[src/sgn_pkg.sv]
// Shared types, constants and the sine table for the seeded gradient noise block.
`timescale 1ns / 1ps
package sgn_pkg;

  // Pipeline depth: one stage enable for each register stage.
  localparam int unsigned NUM_STAGES = 12;
  typedef logic [NUM_STAGES:1] stage_en_t;

  // Default formats of the coordinate and the result.
  localparam int unsigned COORD_FRAC_BITS_DEF = 16;
  localparam int unsigned OUT_FRAC_BITS_DEF   = 14;

  // Hash multipliers; the seed multiplier is the low word of the 64-bit constant.
  localparam logic [31:0] HASH_KX   = 32'd374761393;
  localparam logic [31:0] HASH_KY   = 32'd668265263;
  localparam logic [31:0] HASH_KS   = 32'hF767814F;
  localparam logic [31:0] HASH_KMIX = 32'd1274126177;

  // Seed after reset and its product with the seed multiplier.
  localparam logic [31:0] SEED_RESET     = 32'd123456789;
  localparam logic [63:0] SEED_MIX_WIDE  = 64'(SEED_RESET) * 64'(HASH_KS);
  localparam logic [31:0] SEED_MIX_RESET = SEED_MIX_WIDE[31:0];

  // Per-corner hash offsets: corner + 1 along x or y adds one multiplier.
  localparam logic [31:0] CORNER_OFS [4] = '{
    32'd0, HASH_KX, HASH_KY, 32'(HASH_KX + HASH_KY)
  };

  // Reduction modulo 45 by reciprocal multiplication.
  localparam logic [13:0] MOD45_RECIP = 14'd11651;
  localparam int unsigned MOD45_SHIFT = 19;

  // Fade polynomial constants in Q.16.
  localparam logic signed [20:0] FADE_C15 = 21'sd983040;
  localparam logic signed [20:0] FADE_C10 = 21'sd655360;

  // Unit offset in Q.16 and the dot product rounding term in Q.30.
  localparam logic signed [17:0] ONE_Q16   = 18'sd65536;
  localparam logic signed [34:0] DOT_ROUND = 35'sd8192;

  // round(sin(k degrees) * 16384) for k = 0..90.
  localparam logic signed [15:0] QSIN [91] = '{
    16'sd0, 16'sd286, 16'sd572, 16'sd857, 16'sd1143, 16'sd1428, 16'sd1713, 16'sd1997,
    16'sd2280, 16'sd2563, 16'sd2845, 16'sd3126, 16'sd3406, 16'sd3686, 16'sd3964,
    16'sd4240, 16'sd4516, 16'sd4790, 16'sd5063, 16'sd5334, 16'sd5604, 16'sd5872,
    16'sd6138, 16'sd6402, 16'sd6664, 16'sd6924, 16'sd7182, 16'sd7438, 16'sd7692,
    16'sd7943, 16'sd8192, 16'sd8438, 16'sd8682, 16'sd8923, 16'sd9162, 16'sd9397,
    16'sd9630, 16'sd9860, 16'sd10087, 16'sd10311, 16'sd10531, 16'sd10749, 16'sd10963,
    16'sd11174, 16'sd11381, 16'sd11585, 16'sd11786, 16'sd11982, 16'sd12176, 16'sd12365,
    16'sd12551, 16'sd12733, 16'sd12911, 16'sd13085, 16'sd13255, 16'sd13421, 16'sd13583,
    16'sd13741, 16'sd13894, 16'sd14044, 16'sd14189, 16'sd14330, 16'sd14466, 16'sd14598,
    16'sd14726, 16'sd14849, 16'sd14968, 16'sd15082, 16'sd15191, 16'sd15296, 16'sd15396,
    16'sd15491, 16'sd15582, 16'sd15668, 16'sd15749, 16'sd15826, 16'sd15897, 16'sd15964,
    16'sd16026, 16'sd16083, 16'sd16135, 16'sd16182, 16'sd16225, 16'sd16262, 16'sd16294,
    16'sd16322, 16'sd16344, 16'sd16362, 16'sd16374, 16'sd16382, 16'sd16384
  };

  // Sine of a whole-degree angle below 360, in Q2.14, folded onto the quarter table.
  function automatic logic signed [15:0] sin_deg(input logic [8:0] d);
    logic [8:0] idx;
    logic       neg;
    begin
      if (d <= 9'd90) begin
        idx = d;
        neg = 1'b0;
      end else if (d <= 9'd180) begin
        idx = 9'd180 - d;
        neg = 1'b0;
      end else if (d <= 9'd270) begin
        idx = d - 9'd180;
        neg = 1'b1;
      end else begin
        idx = 9'd360 - d;
        neg = 1'b1;
      end
      sin_deg = neg ? -QSIN[idx[6:0]] : QSIN[idx[6:0]];
    end
  endfunction

endpackage

[src/sgn_fade.sv]
// Quintic fade weight 6u^5 - 15u^4 + 10u^3 in Q1.16, three pipeline stages.
`timescale 1ns / 1ps
module sgn_fade (
  input  logic              clk_i,
  input  sgn_pkg::stage_en_t en_i,
  input  logic [15:0]       u_i,
  output logic [16:0]       w_o
);
  import sgn_pkg::*;

  logic signed [20:0] k6;
  logic signed [37:0] p_d;
  logic [31:0]        uu;
  logic signed [20:0] a_d;
  logic [31:0]        t3w;
  logic [35:0]        aw;

  logic signed [37:0] p_q;
  logic [15:0]        t2_q;
  logic [15:0]        u_q;
  logic [19:0]        a_q;
  logic [15:0]        t3_q;
  logic [16:0]        w_q;

  // Polynomial terms: (6u - 15) * u and u^2, then a and u^3, then a * u^3.
  always_comb begin
    k6  = $signed(21'(u_i) * 21'd6) - FADE_C15;
    p_d = 38'(k6) * 38'($signed({1'b0, u_i}));
    uu  = 32'(u_i) * 32'(u_i);
    a_d = 21'(p_q >>> 16) + FADE_C10;
    t3w = 32'(t2_q) * 32'(u_q);
    aw  = 36'(a_q) * 36'(t3_q);
  end

  always_ff @(posedge clk_i) begin
    if (en_i[2]) begin
      p_q  <= p_d;
      t2_q <= uu[31:16];
      u_q  <= u_i;
    end
    if (en_i[3]) begin
      a_q  <= a_d[19:0];
      t3_q <= t3w[31:16];
    end
    if (en_i[4]) begin
      w_q <= aw[32:16];
    end
  end

  assign w_o = w_q;

endmodule

[config.mk]
export PLATFORM = sky130hd
export DESIGN_NAME = sgn_fade
export DESIGN_NICKNAME = d
export VERILOG_FILES = /design/src/sgn_pkg.sv /design/src/sgn_fade.sv
export SDC_FILE = /design/constraint.sdc
export NUM_CORES = 2
export LEC_CHECK = 0
export BUFFER_PORTS_ARGS = -buffer_cell sky130_fd_sc_hd__buf_2
export CAP_MARGIN = 20
export CORE_MARGIN = 2
export CORE_UTILIZATION = 59
export DETAILED_ROUTE_END_ITERATION = 7
export HOLD_SLACK_MARGIN = 0.12
export MAX_ROUTING_LAYER = met4
export PLACE_DENSITY = 0.78
export SETUP_SLACK_MARGIN = 0.05
export SYNTH_ARGS = -nofsm -noshare
export SYNTH_HDL_FRONTEND = slang
export SYNTH_SLANG_ARGS = --single-unit
[constraint.sdc]
create_clock -name clk_i -period 8.9 [get_ports clk_i]
set_input_delay 0.445 -clock clk_i [delete_from_list [all_inputs] [get_ports clk_i]]
set_output_delay 0.445 -clock clk_i [all_outputs]
set_load 0.01 [all_outputs]
==> out/results.md <==
| Quantity | Value | Unit |
| --- | --- | --- |
| GRT Residual Overflow | 0 | - |
| Sequential element share of the synthesized area | 8.01 | % |
| Synth unique cells | 67 | - |
| Worst-Skew Late Latency | 0.39 | ns |
| Average wire length per cell after detail routing | 18.0 | µm |
| Data required, critical path | 9.03 | ns |
| Cell repeated most along the worst path | fa_1 | - |
| Path type of the worst min-delay path | reg -> reg | - |
| Sum of negative setup slack | 0 | ns |
| Count of maximum capacitance violations | 0 | - |
| Category of the critical setup timing path | in -> reg | - |
| Status | finished clean | - |
| Worst reg2reg endpoint | w_o[16] | - |
| Stages on the worst setup path | 36 | - |
| Vias per Instance | 5.47 | - |
| Count of cells along the worst hold path | 0 | - |
| Finish-stage setup viols | 0 | - |
| Unrepaired setup endpoints after global routing | yes | - |
| Final max-slew violation count | 0 | - |
| Total Die Area | 0.0688 | mm² |
| Design area | 0.0409 | mm² |
| Max_slew headroom | 38.4 | % |
| Worst Reg2Reg Path Length in Cells | 22 | - |
| Std cell rows | 94 | - |
| # clock sinks | 105 | - |
| Maximum number of pins on one net before global-route repair | 53 | - |
| Overall routed net length | 90,700 | µm |
| Least-Margin Pin Slew | 0.923 | ns |
| Final critical delay including setup and external delays | 8.39 | ns |
| Combined buffer and inverter count along the critical path | 7 | - |
| Kind of end point of the critical path | flip-flop | - |
| Initial core utilization | 59.7 | % |
| Kind of launch point of the worst setup path | input pin | - |
| Clock transition at the registers of the reported paths | 0.07 | ns |
| Hold Crit Start | p_q[17] | - |
| Fin nets | 5,510 | - |
| Syn nets | 5,550 | - |
| Mean cell area of the mapped netlist | 9.35 | µm² |
| Crit Path Max Fanout | 4 | - |
| Count of warnings emitted by yosys | 0 | - |
| Number of levels in the clock H-tree | 3 | - |
| Largest buffer count on any clock path | 2 | - |
| Hold-critical path endpoint | a_q[1] | - |
| Signed area change from the synthesized netlist to the final layout | 4.06 | % |
| Synthesis-stage register bit count | 105 | - |
| Post-place instance area | 0.0406 | mm² |
| CTS tree | built | - |
| Delay of the slowest cell on the worst path | 0.53 | ns |
| Critical R2R Launch | t3_q[1] | - |
| Detailed Routing Iterations Pass 1 | 6 | - |
| DIE WIDTH | 262 | µm |
| Placeable core area | 0.0659 | mm² |
| Post-CTS Hold Buffers | 0 | - |
| Via count of the first global-routing pass | 29,953 | - |
| Clock tree skew after final layout | 0.0256 | ns |
| Count of pins on the block boundary | 46 | - |
| Number of buffers created by CTS | 9 | - |
| Kind of cell with the highest combined delay on the critical path | adder cells | - |
| Post-detailed-placement half-perimeter wirelength | 74,100 | µm |
| Total via count after detailed routing | 27,585 | - |
| Count of buffers inserted at the top-level ports | 36 | - |
| Residual antenna-violating net count after detailed routing | 0 | - |
| Area of the mapped netlist | 0.0393 | mm² |
| F_max | 0.119 | GHz |
| EDFF count, synth | 105 | - |
| Number of antenna violations at the first check in global routing | 1 | - |
| Fraction of final layout cells with drive strength greater than 1 | 4.24 | % |
| Final period utilization | 94.3 | % |
| Hold violation total from the final report | 0 | - |
| Number of remaining DRC errors | 0 | - |
| Routability-driven placement congestion ratio | 0.950 | - |
| Worst-case register-to-register setup slack | 1.71 | ns |
| Root cell of the clock tree | clkbuf_16 | - |
| Global-route wire length before repair | 152,000 | µm |
| Slowest cell on crit path | fa_1 | - |
| Synth async-reset ratio | 0 | % |
| Arrival time of data at the critical path endpoint | 8.52 | ns |
| Die Y-Extent | 262 | µm |
| Tot GR Track Use | 28.4 | % |
| Iteration-0 DRC Markers | 1,806 | - |
| Number of instances in the synthesized netlist | 4,210 | - |
| Primary flip-flop cell chosen by synthesis mapping | edfxtp_1 | - |
-- sequential cells by signal, indices dropped and copies added, names as in the netlist --
register  count
w_o          17
p_q          21
u_q          15
t3_q         16
a_q          20
t2_q         16
-- worst max-delay path by stage --
stage              end    from  slack, ns
3_5_place_dp   p_q[26]  u_i[1]     -0.004
6_report       p_q[26]  u_i[0]       0.51
2_1_floorplan  p_q[33]  u_i[1]       0.07
3_3_place_gp   p_q[33]  u_i[0]       0.11
4_1_cts        p_q[26]  u_i[1]       0.38
5_1_grt        p_q[35]  u_i[0]       0.03
-- area by class of cell --
type,count,area (µm²)
antenna,1,2.50
fill,5425,24900
inverter,1129,4250
clock inverter,7,70.1
sequential,105,3150
timing repair buffer,120,811
tap,864,1080
clock buffer,9,225
multi-input combinational,2805,31300
-- through the flow --
stage / util [%] / hold WS (ns) / worst slack (ns) / instances
floorplan: - / 0.400 / 0.0713 / 4210
global placement: 61.6 / 0.401 / 0.115 / 5021
detailed placement: 61.6 / 0.405 / -0.00367 / 5022
CTS: 62.1 / 0.408 / 0.379 / 5038
global route: 62.2 / 0.425 / 0.0266 / 5040
finish: 62.2 / 0.421 / 0.507 / 5040
-- kinds of logic after synthesis --
| logic type | share of synthesized area, % |
|---|---|
| AND/OR/NAND/NOR | 14.1 |
| buffers and inverters | 12.5 |
| adder cells (fa/ha/maj) | 59.2 |
| AO/OA/AOI/OAI | 3.89 |
| XOR/XNOR | 2.25 |
| flip-flops | 8.01 |
| multiplexers | 0.108 |
-- routing by layer --
layer / up-vias / global-route usage [%] / part of all wire (%)
met5: - / - / 0
met4: 0 / 8.15 / 3.0
met3: 161 / 3.36 / 7.4
met2: 1032 / 46.3 / 48
met1: 14064 / 37.9 / 41
li1: 12328 / - / -
-- synthesized netlist by cell type, drive strengths merged, types with 3 or more instances --
cell type,count,area share [%]
nor2,100,0.95
buf,20,0.24
o21a,17,0.32
or2,5,0.080
a211o,6,0.14
o22ai,3,0.048
o21ai,46,0.59
nor3,36,0.46
nand3,37,0.47
xor2,31,0.71
o31ai,4,0.076
or3,4,0.064
a221oi,5,0.14
a2111oi,5,0.14
edfxtp,105,8.0
ha,395,13
o2111ai,3,0.083
inv,1122,11
a211oi,10,0.20
o21bai,8,0.15
a31oi,3,0.086
xnor2,69,1.5
a21oi,58,0.77
nand2b,12,0.19
nand3b,7,0.13
a21o,22,0.42
a21boi,4,0.076
nor2b,18,0.29
clkinv,7,0.067
a311oi,3,0.083
and2,267,4.2
fa,916,47
o211ai,14,0.27
and3,32,0.51
clkbuf,151,1.4
nand2,593,5.7
or4b,9,0.23
nand4,43,0.68
-- timing repair --
item / in CTS / in global routing
endpoints found under the setup margin: 0 / 7
setup buffers: 0 / 1
gates resized for setup: 0 / 5
-- cells in the final DEF, fill, tap and decap left out, drive strengths merged, types with 58 or more instances in the layout --
master	instances
a21oi	58
and2	267
buf	120
edfxtp	105
fa	916
ha	395
inv	1125
nand2	593
nor2	100
xnor2	69
Power is left out: the tool's default activity adds up to more than one toggle a clock period on the data nets, which glitch-free logic cannot reach.
